File: config.mk
export PLATFORM = sky130hd
export DESIGN_NAME = hte_pack
export DESIGN_NICKNAME = d
export VERILOG_FILES = /design/src/hte_pkg.sv /design/src/hte_pack.sv
export SDC_FILE = /design/constraint.sdc
export NUM_CORES = 1
export LEC_CHECK = 0
export CORE_UTILIZATION = 60
export CTS_CLUSTER_SIZE = 30
export DETAILED_ROUTE_END_ITERATION = 10
export DONT_BUFFER_PORTS = 1
export GPL_TIMING_DRIVEN = 0
export PLACE_DENSITY = 0.76
export SLEW_MARGIN = 40
export SYNTH_ARGS = -nofsm -noshare
export SYNTH_HDL_FRONTEND = slang
export SYNTH_SLANG_ARGS = --single-unit
File: constraint.sdc
create_clock -name i_clk -period 5.1 [get_ports i_clk]
set_input_delay 0.255 -clock i_clk [delete_from_list [all_inputs] [get_ports i_clk]]
set_output_delay 0.255 -clock i_clk [all_outputs]
set_load 0.03 [all_outputs]
File: src/hte_pkg.sv
package hte_pkg;

    localparam int OP_W      = 2;
    localparam int SYM_W     = 8;
    localparam int WORD_BITS = 32;
    localparam int LEN_W     = 6;
    localparam int BYTE_BITS = 8;
    localparam int ACC_BITS  = 7;

    localparam int MAX_CODE_LEN_DEF = 32;
    localparam int SYMBOLS_DEF      = 256;

    localparam logic [OP_W-1:0] OP_LOAD   = 2'd0;
    localparam logic [OP_W-1:0] OP_ENCODE = 2'd1;
    localparam logic [OP_W-1:0] OP_FLUSH  = 2'd2;

    typedef struct packed {
        logic [WORD_BITS-1:0] code;
        logic [LEN_W-1:0]     len;
    } t_entry;

    function automatic int len_cap(input int max_len);
        return (max_len < WORD_BITS) ? max_len : WORD_BITS;
    endfunction

    function automatic int bytes_max(input int max_len);
        return (ACC_BITS + len_cap(max_len)) / BYTE_BITS;
    endfunction

    function automatic int word_w(input int max_len);
        return BYTE_BITS * (bytes_max(max_len) + 1);
    endfunction

endpackage

File: src/hte_pack.sv
module hte_pack #(
    parameter int MAX_CODE_LEN = hte_pkg::MAX_CODE_LEN_DEF,
    localparam int W   = hte_pkg::word_w(MAX_CODE_LEN),
    localparam int NBM = hte_pkg::bytes_max(MAX_CODE_LEN),
    localparam int NBW = $clog2(NBM + 1)
) (
    input  logic            i_clk,
    input  logic            i_rst_n,
    input  logic            i_start,
    input  logic            i_is_flush,
    input  hte_pkg::t_entry i_entry,
    input  logic            i_emit_ready,
    output logic            o_ready,
    output logic            o_emit_valid,
    output logic [W-1:0]    o_emit_word,
    output logic [NBW-1:0]  o_emit_nbytes
);

    localparam int LEN_CAP = hte_pkg::len_cap(MAX_CODE_LEN);
    localparam int CW      = $clog2(W + 1);
    localparam int AB      = hte_pkg::ACC_BITS;

    logic          r_valid;
    logic          r_flush;
    logic [AB-1:0] r_acc;
    logic [2:0]    r_cnt;

    logic [hte_pkg::LEN_W-1:0] len;
    logic [CW-1:0]             tot;
    logic [CW-1:0]             shift;
    logic [W-1:0]              acc_word;
    logic [W-1:0]              code_w;
    logic [W-1:0]              word;
    logic [NBW-1:0]            nbytes;
    logic [AB-1:0]             n_acc;
    logic [2:0]                n_cnt;
    logic                      adv;

    always_comb begin
        len = (i_entry.len > hte_pkg::LEN_W'(LEN_CAP)) ? hte_pkg::LEN_W'(LEN_CAP) : i_entry.len;
        tot = CW'(r_cnt) + CW'(len);
        shift = CW'(W) - tot;
        acc_word = {r_acc, (W - AB)'(0)};
        code_w = W'(i_entry.code);
        if (r_flush) begin
            word = acc_word;
            nbytes = (r_cnt != 3'd0) ? NBW'(1) : NBW'(0);
            n_acc = '0;
            n_cnt = 3'd0;
        end else begin
            word = acc_word | (code_w << shift);
            nbytes = NBW'(tot[CW-1:3]);
            n_cnt = tot[2:0];
            n_acc = word[W-1 -: AB];
            for (int k = 1; k <= NBM; k++) begin
                if (nbytes == NBW'(k)) begin
                    n_acc = word[W-1-hte_pkg::BYTE_BITS*k -: AB];
                end
            end
        end
        adv = r_valid && ((nbytes == NBW'(0)) || i_emit_ready);
    end

    assign o_ready       = !r_valid || adv;
    assign o_emit_valid  = r_valid && (nbytes != NBW'(0));
    assign o_emit_word   = word;
    assign o_emit_nbytes = nbytes;

    always_ff @(posedge i_clk) begin
        if (!i_rst_n) begin
            r_valid <= 1'b0;
            r_acc   <= '0;
            r_cnt   <= 3'd0;
        end else begin
            if (adv) begin
                r_acc <= n_acc;
                r_cnt <= n_cnt;
            end
            if (o_ready) begin
                r_valid <= i_start;
                r_flush <= i_is_flush;
            end
        end
    end

endmodule

==> results of run 1 <==
[path summary, 6_finish.rpt]
check                                       end  slack [ns]  depth (start not counted)
worst min register to register         r_acc[3]        0.49                          2
worst max-delay path            o_emit_word[34]        0.65                         13
worst max register to register         r_acc[1]        0.96                         15
worst min-delay path                    r_flush         0.1                          0
[state kept, by name (all words and copies together) (netlist names)]
name,count
r_valid,1
r_acc,7
r_cnt,3
r_flush,1
[metal layers]
layer	track usage (%)	share of wire, %	up-vias
met1	47.2	39	1847
met3	7.01	10	53
li1	-	-	1757
met2	62.6	47	293
met5	0	0	-
met4	14.6	3.9	0
[area by class of cell]
class	count	area (um2)	area share, %
buffer	36	206	5.60
sequential	12	250	6.79
inverter	10	37.5	1.02
clock buffer	4	55.1	1.49
tap	72	90.1	2.45
multi-input combinational	413	3040	82.6
[cells in the final DEF (no fill, tap or decap), types with 3 or more instances in the layout]
cell	Yosys	layout
o21ai_1	2	6
nand3_1	10	10
o21ai_0	14	10
mux2i_1	38	38
o21bai_1	5	5
nor2b_1	18	18
a21o_1	4	4
a211o_1	3	3
clkbuf_8	0	4
o22ai_1	8	8
buf_2	18	18
a21oi_2	4	4
nand2_1	52	52
o2111ai_1	4	4
o311ai_0	5	5
buf_4	5	5
inv_1	9	9
mux4_2	20	20
nor2_1	89	89
o211ai_1	4	4
nand2b_1	3	3
clkbuf_1	8	8
a21oi_1	27	27
a211oi_1	4	4
nor3_1	10	10
mux2_2	15	15
a31oi_1	10	10
ha_1	4	4
buf_6	4	4
dfxtp_1	11	11
and3_1	4	4
[power by group]
part / total (uW) / internal, uW / switching, uW / leakage, uW
logic: 736 / 251 / 485 / 0.00136
registers: 101 / 98.7 / 2.50 / 0.0000990
clock network: 108 / 68.5 / 39.8 / 0.0000288
[cells by family after synthesis]
family                     Yosys count
and+or+nand+nor                    207
AOI/OAI and AO/OA                  119
muxes                               76
buffers and inverters               46
DFF                                 12
xor gates and xnor gates             6
adders and majority gates            5
[per-stage QoR]
stage / utilization [%] / instance area (um2) / total power, uW
2_1_floorplan: - / 3530 / 681
3_3_place_gp: 64.9 / 3620 / 808
3_5_place_dp: 65.1 / 3630 / 817
4_1_cts: 66.1 / 3680 / 926
5_1_grt: 66.1 / 3680 / 996
6_report: 66.1 / 3680 / 946
[worst max-delay path, cell delays in order, from the launching register on]
cell     delay [ns]
dfxtp_1        0.34
ha_1           0.29
buf_4          0.21
buf_2          0.30
inv_2          0.15
ha_1           0.44
buf_2          0.29
buf_2          0.31
mux4_2         0.38
mux2i_1        0.23
nor2_1         0.11
o31a_1         0.29
o22ai_1        0.31
o21ai_1        0.28
==> results.json, run 1 <==
{
  "vias_per_cell": 7.22,
  "period_share_pct": 87.3,
  "drt_iter0_drc": 378,
  "worstHoldPathType": "input port to register",
  "synth_edf_count": 1,
  "final_nets": 524,
  "ir_worst_vdd_v": 0.000160,
  "synth_mux_area_share_pct": 29.7,
  "fin_skew_ns": 0.00370,
  "drv_slew": 0,
  "grt_pass1_wl_mm": 18.2,
  "synth_top_family_by_area": "multiplexers",
  "grt_max_degree": 11,
  "synthAdderAreaFrac_pct": 1.99,
  "dp_cells": 543,
  "cts-root-buf": "clkbuf_8",
  "cp.required_ns": 4.85,
  "setup_violations": 0,
  "dr.pass1.iters": 6,
  "p_leak_uw": 0.00149,
  "synth_compound_area_share_pct": 24.6,
  "tightest_slew_ns": 0.813,
  "detail-route-antenna-nets": 0,
  "hpwl_mm": 9.12,
  "ys_seq_elements": 12,
  "cts_hold_buffers": 0,
  "synth_top_area_share_pct": 12.8,
  "cts_max_path_buffers": 2,
  "fillerInstances": 526,
  "power.density_nw_per_um2": 257,
  "syn-num-nets": 519,
  "async_flop_share_pct": 0,
  "wirelength_mm": 11.5,
  "insertedDiodeCount": 0,
  "arrival_ns": 4.20,
  "syn_area_per_cell_um2": 7.49,
  "instances_no_fill": 547,
  "fin_setup_tns_ns": 0,
  "cts.repair.resized": 0,
  "syn2layout_area_growth_pct": 4.36,
  "port_buffers": 0,
  "yosysSeqAreaShare_pct": 7.09,
  "tritoncts": "done",
  "status": "complete, no violations",
  "hold_path_startpoint": "i_is_flush",
  "post_cts_buffers": 0,
  "yosys_warnings": 0,
  "synth_xor_area_share_pct": 2.87,
  "fin_hold_ws_ns": 0.0993,
  "yosys.area_share.simple_pct": 26.8,
  "timing.rr.start": "r_cnt[0]",
  "end_kind": "primary output",
  "drv_cap": 0,
  "yosysMostFrequentCell": "nor2_1",
  "rsz0062_at_grt": "false",
  "gp_congestion": 1.04,
  "synth_area_um2": 3530,
  "clk-insertion-delay-late_ns": 0.25,
  "io_pins": 88,
  "grt_pass1_vias": 3725,
  "drc": 0,
  "synth_commonest_cells": "nor2_1 (89), nand2_1 (52), mux2i_1 (38)",
  "die_h_um": 78.7,
  "synthFlopType": "dfxtp_1",
  "hold_violations": 0,
  "post_drt_wl_per_cell_um": 21.0,
  "start_util_pct": 63.3,
  "grt_antenna_before_repair": 0,
  "syn-instance-count": 471,
  "cts.sinks": 12,
  "yosysTopAreaCell": "mux4_2",
  "path_clk_slew_ns": 0.05,
  "max_freq_mhz": 224,
  "critPathMaxFanout": 10,
  "die_x_um": 78.7,
  "fin_crit_ns": 4.45,
  "core-area_um2": 5570,
  "synthTopCellsByArea": "mux4_2 (13%), mux2i_1 (11%), nor2_1 (9.5%), dfxtp_1 (6.2%), nand2_1 (5.5%)",
  "place_ws_ns": 0.750,
  "setup_ws_ns": 0.645,
  "crit_path_start": "r_cnt[0]",
  "drive_above_1_share_pct": 19.6,
  "cts_max_level": 1,
  "cts_made_buffers": 3,
  "row_count": 27,
  "startpoint_type": "register",
  "die_area_um2": 6190,
  "grt_use_total_pct": 37.3,
  "slew_headroom_pct": 45.7,
  "path_class": "register to primary output",
  "num_vias": 3950,
  "ys_types": 81,
  "grt_overflow": 0
}
Note: power is estimated with default switching activity, not from simulation.
==> inputs of run 2 (changes only) <==
- MAX_ROUTING_LAYER: default -> met4
==> run 2 against run 1 <==
  * Setup slack lost 0.070 ns
  * Clock power rose by 4%
  * Clock skew decreased by 0.0010 ns
  * Non-clock buffer count did not move
  * Utilization did not move
  * Maximum frequency is 1.6% lower
  * Routed wire length is 1.9% higher
  * Design area did not move
  * Combinational power barely moved
  * Sequential cell count did not move
  * Power increased by 0.64%
  * Sequential share of layout area unchanged
  * Critical path type unchanged
  * Critical endpoint unchanged
  * Largest cell class unchanged
  * Highest routed layer unchanged
==> results.json, run 2 (synthesis gave the netlist of run 1 again) <==
{
  "status": "complete, no violations",
  "final_common_cell": "nor2_1",
  "hold_violations": 0,
  "grt_use_met3_pct": 6.32,
  "grt_max_degree": 11,
  "end_kind": "primary output",
  "power.density_nw_per_um2": 258,
  "top_usage_layer": "met2",
  "fin_setup_tns_ns": 0,
  "drc": 0,
  "intPower_uw": 418,
  "final_nets": 524,
  "post_cts_buffers": 0,
  "die_h_um": 78.7,
  "drt_iter0_drc": 497,
  "crit_chain": "ha_1 -> buf_4 -> buf_2 -> inv_2 -> ha_1 -> buf_2 -> buf_2 -> mux4_2 -> mux2i_1 -> nor2_1 -> o31a_1 -> o22ai_1 -> o21ai_1",
  "dr.pass1.iters": 5,
  "switchingPower_uw": 534,
  "io_pins": 88,
  "detail-route-antenna-nets": 0,
  "cts_made_buffers": 3,
  "post_drt_wl_per_cell_um": 21.4,
  "cp_slowest_stage_delay_ns": 0.45,
  "combPwrFrac_pct": 77.6,
  "grt_overflow": 0,
  "clockPowerShare_pct": 11.8,
  "final_cell_mix": "nor2_1 (89), nand2_1 (52), mux2i_1 (38)",
  "place_area_um2": 3630,
  "arrival_ns": 4.27,
  "largest_register_ffs": 7,
  "pwr-share-seq_pct": 10.6,
  "hpwl_mm": 9.29,
  "fin_skew_ns": 0.00269,
  "slew_headroom_pct": 47.4,
  "fin_area_um2": 3680,
  "tritoncts": "done",
  "tightest_slew_ns": 0.787,
  "path_common_cell": "buf_2",
  "start_util_pct": 63.3,
  "cts.sinks": 12,
  "cts_hold_buffers": 0,
  "grt_pass1_wl_mm": 18.6,
  "setup_violations": 0,
  "path_clk_slew_ns": 0.06,
  "startpoint_type": "register",
  "max_freq_mhz": 221,
  "row_count": 27,
  "clk-insertion-delay-late_ns": 0.26,
  "worstHoldPathType": "input port to register",
  "drv_cap": 0,
  "port_buffers": 0,
  "die_area_um2": 6190,
  "fin_crit_ns": 4.53,
  "cp.required_ns": 4.85,
  "instances_no_fill": 547,
  "critPathMaxFanout": 10,
  "insertedDiodeCount": 0,
  "path_class": "register to primary output",
  "grt_use_total_pct": 39.6,
  "wirelength_mm": 11.7,
  "cts-root-buf": "clkbuf_8",
  "drv_slew": 0,
  "top_register": "r_acc",
  "gr-usage-met1_pct": 47.9,
  "period_share_pct": 88.7,
  "use_met2_pct": 66.4,
  "grt_antenna_before_repair": 0,
  "die_x_um": 78.7,
  "fillerInstances": 530,
  "utilization_pct": 66.1,
  "p_leak_uw": 0.00149,
  "cts_max_level": 1,
  "syn2layout_area_growth_pct": 4.36,
  "dp_cells": 543,
  "grt_pass1_vias": 3756,
  "drive_above_1_share_pct": 19.6,
  "gp_congestion": 1.03,
  "num_vias": 3900,
  "core-area_um2": 5570,
  "cts_max_path_buffers": 2,
  "vias_per_cell": 7.13,
  "ir_worst_vdd_v": 0.000169,
  "sw_frac_of_total_pct": 56.1,
  "critPathSlowestCell": "ha_1",
  "cts.repair.resized": 0,
  "rsz0062_at_grt": "false",
  "top_regs": "r_acc: 7 flops, r_cnt: 3 flops"
}
run 2: cell type report:
class                      instances  area [um2]  share of cell area [%]
multi-input combinational        413        3040                    82.6
buffer                            36         206                    5.60
tap                               72        90.1                    2.45
sequential                        12         250                    6.79
clock buffer                       4        55.1                    1.49
inverter                          10        37.5                    1.02
run 2: worst max-delay path, delay by kind of cell (launching register included):
family | cells | cell delay, ns
multiplexers | 2 | 0.62
buffers and inverters | 5 | 1.30
AND/OR/NAND/NOR | 1 | 0.10
flip-flops | 1 | 0.34
AO/OA/AOI/OAI | 3 | 0.89
adder cells (fa/ha/maj) | 2 | 0.75
run 2: power groups by stage:
stage	Sequential, uW	Combinational (uW)	Clock [uW]
floorplan	102	579	0
global placement	103	706	0
detailed placement	103	716	0
CTS	101	719	112
global route	101	782	117
finish	101	738	112
run 2: layer usage:
layer  vias to the layer above  wire length [um]
met5                         -                 0
met4                         0               427
met3                        51              1040
met2                       244              5670
met1                      1840              4550
li1                       1765                 -
run 2: final timing paths:
path / startpoint / to / slack (ns) / cells past startpoint
setup / recovery: r_cnt[0] / o_emit_word[34] / 0.57 / 13
setup reg to reg: r_cnt[0] / r_acc[1] / 0.90 / 15
hold reg to reg: r_acc[4] / r_acc[4] / 0.47 / 1
hold / removal: i_is_flush / r_flush / 0.09 / 0
run 2: metrics by stage:
| stage | total power, uW | worst slack (ns) | hold WS (ns) |
|---|---|---|---|
| 2_1_floorplan | 681 | 1.22 | 0.354 |
| 3_3_place_gp | 809 | 0.612 | 0.354 |
| 3_5_place_dp | 819 | 0.737 | 0.354 |
| 4_1_cts | 932 | 0.675 | 0.0955 |
| 5_1_grt | 1000 | 0.376 | 0.0904 |
| 6_report | 952 | 0.575 | 0.0933 |
