`config.mk`:
```
export PLATFORM = sky130hd
export DESIGN_NAME = hte_emit_flat
export DESIGN_NICKNAME = d
export VERILOG_FILES = /design/src/hte_pkg.sv /design/src/hte_if.sv /design/src/hte_emit.sv /design/src/flat_wrapper.sv
export SDC_FILE = /design/constraint.sdc
export NUM_CORES = 1
export LEC_CHECK = 0
export BUFFER_PORTS_ARGS = -buffer_cell sky130_fd_sc_hd__buf_2
export CAP_MARGIN = 15
export CORE_MARGIN = 2
export CORE_UTILIZATION = 35
export CTS_BUF_LIST = sky130_fd_sc_hd__clkbuf_16
export DETAILED_ROUTE_END_ITERATION = 12
export GPL_ROUTABILITY_DRIVEN = 0
export PLACE_DENSITY = 0.68
export SYNTH_ARGS = -nofsm -noshare
export SYNTH_HDL_FRONTEND = slang
export SYNTH_SLANG_ARGS = --single-unit
```
`constraint.sdc`:
```
create_clock -name i_clk -period 4.2 [get_ports i_clk]
set_input_delay 0.21 -clock i_clk [delete_from_list [all_inputs] [get_ports i_clk]]
set_output_delay 0.21 -clock i_clk [all_outputs]
set_load 0.1 [all_outputs]
```
`src/hte_pkg.sv`:
```
package hte_pkg;

    localparam int OP_W      = 2;
    localparam int SYM_W     = 8;
    localparam int WORD_BITS = 32;
    localparam int LEN_W     = 6;
    localparam int BYTE_BITS = 8;
    localparam int ACC_BITS  = 7;

    localparam int MAX_CODE_LEN_DEF = 32;
    localparam int SYMBOLS_DEF      = 256;

    localparam logic [OP_W-1:0] OP_LOAD   = 2'd0;
    localparam logic [OP_W-1:0] OP_ENCODE = 2'd1;
    localparam logic [OP_W-1:0] OP_FLUSH  = 2'd2;

    typedef struct packed {
        logic [WORD_BITS-1:0] code;
        logic [LEN_W-1:0]     len;
    } t_entry;

    function automatic int len_cap(input int max_len);
        return (max_len < WORD_BITS) ? max_len : WORD_BITS;
    endfunction

    function automatic int bytes_max(input int max_len);
        return (ACC_BITS + len_cap(max_len)) / BYTE_BITS;
    endfunction

    function automatic int word_w(input int max_len);
        return BYTE_BITS * (bytes_max(max_len) + 1);
    endfunction

endpackage

```
`src/hte_if.sv`:
```


interface hte_out_if;
    logic                                valid;
    logic                                ready;
    logic [hte_pkg::BYTE_BITS-1:0]       out_byte;
    logic                                last;

    modport source (output valid, out_byte, last, input ready);
    modport sink (input valid, out_byte, last, output ready);
endinterface

```
`src/hte_emit.sv`:
```
module hte_emit #(
    parameter int MAX_CODE_LEN = hte_pkg::MAX_CODE_LEN_DEF,
    localparam int W   = hte_pkg::word_w(MAX_CODE_LEN),
    localparam int NBW = $clog2(hte_pkg::bytes_max(MAX_CODE_LEN) + 1)
) (
    input  logic           i_clk,
    input  logic           i_rst_n,
    input  logic           i_valid,
    input  logic [W-1:0]   i_word,
    input  logic [NBW-1:0] i_nbytes,
    output logic           o_ready,
    hte_out_if.source      o_out
);

    logic [W-1:0]   r_word;
    logic [NBW-1:0] r_left;
    logic           take;

    assign take    = o_out.valid && o_out.ready;
    assign o_ready = (r_left == NBW'(0)) || ((r_left == NBW'(1)) && take);

    always_ff @(posedge i_clk) begin
        if (!i_rst_n) begin
            r_left <= NBW'(0);
        end else if (i_valid && o_ready) begin
            r_word <= i_word;
            r_left <= i_nbytes;
        end else if (take) begin
            r_word <= r_word << hte_pkg::BYTE_BITS;
            r_left <= r_left - NBW'(1);
        end
    end

    assign o_out.valid    = r_left != NBW'(0);
    assign o_out.out_byte = r_word[W-1 -: hte_pkg::BYTE_BITS];
    assign o_out.last     = r_left == NBW'(1);

endmodule

```
`src/flat_wrapper.sv`:
```
// flat-port wrapper written by rule: the top's interface ports become plain ports
module hte_emit_flat 
#(
    parameter int MAX_CODE_LEN = hte_pkg::MAX_CODE_LEN_DEF,
    localparam int W   = hte_pkg::word_w(MAX_CODE_LEN),
    localparam int NBW = $clog2(hte_pkg::bytes_max(MAX_CODE_LEN) + 1)
)
  (i_clk, i_rst_n, i_valid, i_word, i_nbytes, o_ready, o_out_valid, o_out_out_byte, o_out_last, o_out_ready);
  hte_out_if o_out_i ();
  input  logic i_clk;
  input  logic i_rst_n;
  input  logic i_valid;
  input  logic [W-1:0] i_word;
  input  logic [NBW-1:0] i_nbytes;
  output logic o_ready;
  output wire logic [$bits(o_out_i.valid)-1:0] o_out_valid;
  output wire logic [$bits(o_out_i.out_byte)-1:0] o_out_out_byte;
  output wire logic [$bits(o_out_i.last)-1:0] o_out_last;
  input wire logic [$bits(o_out_i.ready)-1:0] o_out_ready;
  assign o_out_valid = o_out_i.valid;
  assign o_out_out_byte = o_out_i.out_byte;
  assign o_out_last = o_out_i.last;
  assign o_out_i.ready = o_out_ready;
  hte_emit #(.MAX_CODE_LEN(MAX_CODE_LEN)) u_core (.i_clk(i_clk), .i_rst_n(i_rst_n), .i_valid(i_valid), .i_word(i_word), .i_nbytes(i_nbytes), .o_ready(o_ready), .o_out(o_out_i));
endmodule
```
==> run metrics, run 1 <==
Max Clock Skew 0.00610 ns; syn nets 176; class of the worst hold path in -> reg; Worst-Margin Slew 1.07 ns; vias in the first global route 1008; clock buffer depth 2; all-layer global routing usage 9.74%; slowest cell on the critical path nor2_4; cell area after synthesis 2080 um2; Max-cap violations 0; first-pass GRT wire length 4690 um; Synth area leader edfxtp_1; Initial Utilization 35.8%; total congestion overflow 0; layout cells sized above 1 52.8%; Fin Hold WS 0.193 ns; TNS Setup 0 ns; Core ar. 5820 um2; post-CTS sizing 0; #FFs+latches synth 43; Hold Path Cell Cnt 3; Synth top area share 57.8%; fin util 43.1%; die width 81.1 um; CTS tree done; clk slew on worst S/H paths 0.06 ns; post-route DRC violation count 0; clk root buf clkbuf_16; nets@finish 229; leakage 1.09 nW; Yosys Warn Count 0; die area 6570 um2; peak supply drop 0.292 mV; crit-path max FO 40; Placed Cells incl. Taps 247; CTS Buf Count 5; Slew HR 28.7%; Die H 81.1 um; crit path cell chain inv_1, ha_1, nor2b_1, mux2i_1, nor2_4; Async SR Flop Fraction 0%; H-tree depth 2; Synth area leaders edfxtp_1 58%, mux2_4 20%, dfxtp_1 2.9%; Main synth FF type edfxtp_1; Syn Area/Cell 16.5 um2; WP data required 4.09 ns; flop-to-flop setup slack 1.85 ns; # diodes 0; clk_lat worst skew 0.28 ns; Post-CTS Hold Buffers 0; Yosys cell types 25; period utilisation layout 56.0%; initial antenna violation count 0; status complete, no violations; DRT Wirelength 3100 um; first-pass detailed-route iteration total 4; RSZ-0062 raised after global routing false; FMAX 425 MHz; IO Port Bufs 57; Vias/cell 4.40; min cycle time layout 2.35 ns; initial drt markers 32; Area Overhead vs Synth 20.5%; register area share after synthesis 60.6%; antenna-violating nets left 0; Critical Path Sink Type register; Final Setup Violations 0; largest net degree at the start of global routing 41; wire per inst 12.1 um; Post-synth top cells 40 x edfxtp_1, 28 x mux2_4, 8 x and2_1, 8 x buf_4, 5 x inv_1; Final Hold Viols 0; number of synthesized flops with an enable pin 40; PwrDens 640 nW/um2; crit start category register; Post-CTS Setup Bufs 0; Ports 58; total power 0.00160 W; detailed-route via count 1123; Post-Syn Instances 126; Slew Limit Fails 0; Layout Cells excl Fill 255; data arrival time of the critical path 2.24 ns; post-detail-place hpwl 2290 um; most common cell in the netlist edfxtp_1; TritonCTS Sinks 43; row count 28; CP max stage delay 0.85 ns; CP Class reg -> reg; Worst Reg-to-Reg Cells 5
critical path: cells and delay by family, from the launching register on:
kind,cells,cell delay [ns]
mux,1,0.21
flops,1,0.32
buf+inv,1,0.10
simple gates,2,1.10
fa+ha+maj,1,0.23
path summary, 6_finish.rpt:
kind / endpoint / startpoint
worst max register to register: u_core.r_word[10] / u_core.r_left[0]
worst min register to register: u_core.r_word[33] / u_core.r_word[25]
worst max-delay path: u_core.r_word[10] / u_core.r_left[0]
worst min-delay path: u_core.r_left[2] / i_nbytes[2]
placed cells by master, fill, tap and decap left out, types with 2 or more instances in the layout:
cell type and instances:
and2_1 8, buf_2 57, clkbuf_16 5, dfxtp_1 3, edfxtp_1 40, ha_1 3
inv_1 8, mux2_1 4, mux2_4 28, nand2_1 4, nor2_1 3, nor2b_1 2
layer usage:
layer | routed length (um) | global-route usage (%) | vias to the layer above
li1 | - | - | 562
met1 | 1290 | 11.4 | 514
met2 | 1560 | 16.1 | 45
met3 | 232 | 4.22 | 2
met4 | 21 | 3.05 | 0
met5 | 0 | 0 | -
cell families after synthesis:
| group | after synthesis | share of synthesized area (%) |
|---|---|---|
| flops | 43 | 60.6 |
| mux | 33 | 22.9 |
| simple gates | 22 | 6.02 |
| buf+inv | 17 | 5.96 |
| compound gates | 8 | 2.71 |
| fa+ha+maj | 3 | 1.81 |
where the power goes:
part	leakage (nW)	internal, W	switching (W)
registers	0.403	0.000598	0.0000249
clock network	0.0776	0.000213	0.000136
logic	0.612	0.000234	0.000398
area by class of cell:
type                    instances  area [um2]
fillers                       562        3310
well taps                      75        93.8
repair buffers                 58         293
clock buffers                   5         125
inverters                       5        18.8
flip-flops and latches         43        1260
multi-input cells              66         702
clock inverters                 3        11.3
state kept, by name, summed over array words and instances, names as in the netlist:
register / count
u_core.r_left: 3
u_core.r_word: 40
metrics by stage:
| stage | worst slack (ns) | cell area, um2 |
|---|---|---|
| after floorplan | 1.10 | 2080 |
| after CTS | 1.79 | 2500 |
| after global placement | 1.93 | 2370 |
| after global routing | 1.66 | 2500 |
| after detailed placement | 1.80 | 2370 |
| final | 1.85 | 2500 |
(Power assumes the default switching activity.)
==> run 2: changes to the inputs <==
Clock period 4.2 ns to 2.3 ns, I/O delays scaled along.
==> run metrics, run 2 (synthesis results as in run 1) <==
clk slew on worst S/H paths 0.06 ns; initial drt markers 44; Core ar. 5820 um2; Switch Pwr 0.00108 W; die width 81.1 um; Post-CTS Hold Buffers 0; crit-path max FO 15; Initial Utilization 35.8%; data arrival time of the critical path 2.17 ns; clk root buf clkbuf_16; post-route DRC violation count 0; RSZ-0062 raised after global routing false; wire per inst 13.2 um; nets@finish 234; Top Registers u_core.r_word x40, u_core.r_left x3; total congestion overflow 0; Max Clock Skew 0.00232 ns; DRT Wirelength 3440 um; max reg flops 40; Final Hold Viols 0; first-pass GRT wire length 5340 um; crit path cell chain inv_1, ha_1, buf_4, a21oi_2, or3b_2, buf_4, mux2_4; # diodes 0; Clock Power Share 24.5%; Ports 58; all-layer global routing usage 11.1%; PwrDens 1220 nW/um2; layout cells sized above 1 56.2%; Slew Limit Fails 0; clk_lat worst skew 0.28 ns; die area 6570 um2; CTS Buf Count 5; peak supply drop 0.472 mV; Comb pwr share 39.3%; commonest non-fill, non-tap cells in the layout 57 x buf_2, 40 x edfxtp_1, 28 x mux2_4, 8 x and2_1; first-pass detailed-route iteration total 4; Placed Cells incl. Taps 251; Internal 0.00208 W; Critical Path Sink Type register; FMAX 467 MHz; leakage 1.13 nW; Max-cap violations 0; CTS tree done; period utilisation layout 93.0%; vias in the first global route 1227; detailed-route via count 1159; most used cell, CP buf_4; TNS Setup 0 ns; Vias/cell 4.46; crit start category register; Final Setup Violations 0; Area Overhead vs Synth 24.8%; switch share 34.1%; class of the worst hold path in -> reg; initial antenna violation count 0; antenna-violating nets left 0; H-tree depth 2; TritonCTS Sinks 43; slowest cell on the critical path or3b_2; Slew HR 60.3%; post-detail-place hpwl 2510 um; WP data required 2.33 ns; Flop pwr share 36.1%; clock buffer depth 2; IO Port Bufs 57; CP Class reg -> reg; row count 28; largest net degree at the start of global routing 41; Layout Cells excl Fill 260; CP max stage delay 0.54 ns; Worst-Margin Slew 0.579 ns; Reg with most FFs u_core.r_word; Die H 81.1 um; status complete, no violations; commonest non-fill, non-tap cell in the layout buf_2; min cycle time layout 2.14 ns
-- run 2: timing repair --
item                                   in CTS  in global routing
setup buffers                               0                  0
setup endpoints to repair                   0                 40
resized for setup                           0                  1
endpoints found under the hold margin       0                  0
-- run 2: final timing paths --
kind                          start                 to  slack, ns  depth (start not counted)
setup / recovery   u_core.r_left[0]  u_core.r_word[15]       0.16                          7
hold / removal          i_nbytes[2]   u_core.r_left[2]       0.10                          3
setup reg to reg   u_core.r_left[0]  u_core.r_word[15]       0.16                          7
hold reg to reg   u_core.r_word[26]  u_core.r_word[34]       0.53                          1
-- run 2: area by class of cell --
cell class	count	area, um2
fillers	556	3220
flip-flops and latches	43	1260
multi-input cells	67	723
repair buffers	62	335
clock buffers	5	125
well taps	75	93.8
clock inverters	3	38.8
inverters	5	18.8
-- run 2: critical path: cells and delay by family, from the launching register on --
family	cells	cell delay, ns
and+or+nand+nor	1	0.54
AOI/OAI and AO/OA	1	0.04
adders and majority gates	1	0.17
buffers and inverters	3	0.49
muxes	1	0.32
DFF	1	0.33
-- run 2: metrics by stage --
step / setup slack (ns) / instance area [um2] / utilization, % / total power [W] / hold WS, ns
final: 0.160 / 2600 / 44.6 / 0.00316 / 0.100
after global routing: 0.0806 / 2600 / 44.6 / 0.00331 / 0.101
after CTS: 0.0487 / 2580 / 44.4 / 0.00319 / 0.0970
after detailed placement: 0.0615 / 2420 / 41.6 / 0.00241 / 0.393
after global placement: 0.161 / 2420 / 41.6 / 0.00237 / 0.376
after floorplan: 0.212 / 2100 / - / 0.00222 / 0.262
-- run 2: per-layer routing --
metal  GRT usage [%]  part of all wire [%]  up-vias
met3            3.44                   7.0        5
met1            12.3                    42      534
met2            19.9                    50       47
met4            4.07                   1.5        0
li1                -                     -      573
met5               0                     0        -
-- run 2: power groups by stage --
stage	Clock (W)	Combinational, W	Sequential, W
6_report	0.000775	0.00124	0.00114
4_1_cts	0.000793	0.00125	0.00114
5_1_grt	0.000836	0.00132	0.00116
2_1_floorplan	0	0.00108	0.00114
3_5_place_dp	0	0.00125	0.00116
3_3_place_gp	0	0.00122	0.00115
==> run 3: changes to the inputs <==
Settings changed: ABC_AREA set to 1.
==> run metrics, run 3 <==
status complete, no violations; vias in the first global route 1417; Worst Reg-to-Reg Cells 7; #FFs+latches synth 43; clk slew on worst S/H paths 0.06 ns; Initial Utilization 35.6%; fin util 42.7%; Worst-Margin Slew 0.487 ns; crit-path max FO 25; Synth area leader edfxtp_1; Post-Syn Instances 211; Synth top area share 58.0%; Yosys cell types 17; clk root buf clkbuf_16; Hold Path Cell Cnt 3; Reg with most FFs u_core.r_word; number of synthesized flops with an enable pin 40; layout cells sized above 1 27.8%; FMAX 520 MHz; RSZ-0062 raised after global routing false; Core ar. 5820 um2; Top Registers u_core.r_word x40, u_core.r_left x3; register area share after synthesis 60.9%; TNS Setup 0 ns; post-detail-place hpwl 2440 um; commonest non-fill, non-tap cells in the layout 72 x nand2_1, 57 x buf_2, 40 x edfxtp_1, 39 x nand3_1, 16 x inv_1; Critical Path Sink Type register; all-layer global routing usage 12.4%; initial antenna violation count 0; Post-synth top cells 72 x nand2_1, 40 x edfxtp_1, 39 x nand3_1; H-tree depth 2; Synth area leaders edfxtp_1 58%, nand2_1 13%, nand3_1 9.4%; Vias/cell 4.49; WP data required 2.33 ns; max reg flops 40; Slew HR 67.8%; die width 80.9 um; min cycle time layout 1.92 ns; leakage 1.17 nW; post-CTS sizing 0; first-pass GRT wire length 6090 um; Final Hold Viols 0; Syn Area/Cell 9.81 um2; Reg-to-Reg End u_core.r_word[9]; Final Setup Violations 0; largest net degree at the start of global routing 45; clock buffer depth 2; Placed Cells incl. Taps 327; most common cell in the netlist nand2_1; crit start category register; first-pass detailed-route iteration total 4; startpoint of the worst hold path i_rst_n; CTS Buf Count 5; Post-CTS Hold Buffers 0; Main synth FF type edfxtp_1; die area 6540 um2; CP Class reg -> reg; Fin Hold WS 0.0962 ns; Die H 80.9 um; Max-cap violations 0; cell area after synthesis 2070 um2; initial drt markers 85; antenna-violating nets left 0; commonest non-fill, non-tap cell in the layout nand2_1; Slew Limit Fails 0; Layout Cells excl Fill 334; row count 28; TritonCTS Sinks 43; IO Port Bufs 57; Yosys Warn Count 0; data arrival time of the critical path 1.95 ns; WHS Endpoint u_core.r_left[2]; post-route DRC violation count 0; Max Clock Skew 0.00465 ns; wire per inst 11.0 um; detailed-route via count 1500; flop-to-flop setup slack 0.38 ns; clk_lat worst skew 0.28 ns; period utilisation layout 83.5%; CTS tree done; Area Overhead vs Synth 20.1%; Async SR Flop Fraction 0%; nets@finish 309; Post-CTS Setup Bufs 0; PwrDens 1560 nW/um2; # diodes 0; peak supply drop 0.643 mV; Ports 58; class of the worst hold path in -> reg; DRT Wirelength 3690 um; total congestion overflow 0; reg2reg start u_core.r_left[0]; syn nets 261
[run 3: layer usage]
layer	global-route usage [%]	wire length [um]
met5	0	0
met2	20.7	1780
met3	4.00	283
met1	14.4	1570
met4	5.59	57
[run 3: power by group]
part	total, W	leakage (nW)	internal, W	switching [W]
Combinational	0.00190	0.695	0.000434	0.00147
Clock	0.000649	0.0671	0.000390	0.000259
Sequential	0.00133	0.403	0.00126	0.0000698
[run 3: worst max-delay path by stage]
stage,depth (start not counted),to,slack [ns],from
2_1_floorplan,7,u_core.r_word[0],0.21,u_core.r_left[0]
4_1_cts,7,u_core.r_word[1],0.35,u_core.r_left[0]
3_3_place_gp,7,u_core.r_word[6],0.42,u_core.r_left[0]
5_1_grt,8,u_core.r_word[10],0.24,u_core.r_left[0]
3_5_place_dp,7,u_core.r_word[5],0.37,u_core.r_left[0]
6_report,7,u_core.r_word[9],0.38,u_core.r_left[0]
[run 3: cell type report]
cell class | count | area, um2
multi-input cells | 131 | 604
flip-flops and latches | 43 | 1260
inverters | 18 | 71.3
well taps | 75 | 93.8
repair buffers | 60 | 320
clock buffers | 5 | 125
clock inverters | 2 | 8.76
fillers | 599 | 3330
[run 3: logic make-up after synthesis]
logic type	count (synthesis)	synth area share, %
fa+ha+maj	3	1.81
buf+inv	37	9.85
flops	43	60.9
xor+xnor	1	0.423
compound gates	3	0.725
simple gates	124	26.2
[run 3: metrics by stage]
step | worst slack [ns] | total power, W | instance area (um2)
global route | 0.239 | 0.00415 | 2480
global placement | 0.422 | 0.00322 | 2350
detailed placement | 0.369 | 0.00328 | 2350
finish | 0.378 | 0.00388 | 2480
CTS | 0.352 | 0.00393 | 2480
floorplan | 0.214 | 0.00302 | 2070
[run 3: worst max-delay path, stage by stage, from the launching register on]
cell,delay [ns]
dfxtp_1,0.37
inv_1,0.08
ha_1,0.25
nand3_1,0.09
nand2_1,0.10
nand2_1,0.14
clkinvlp_4,0.34
buf_12,0.30
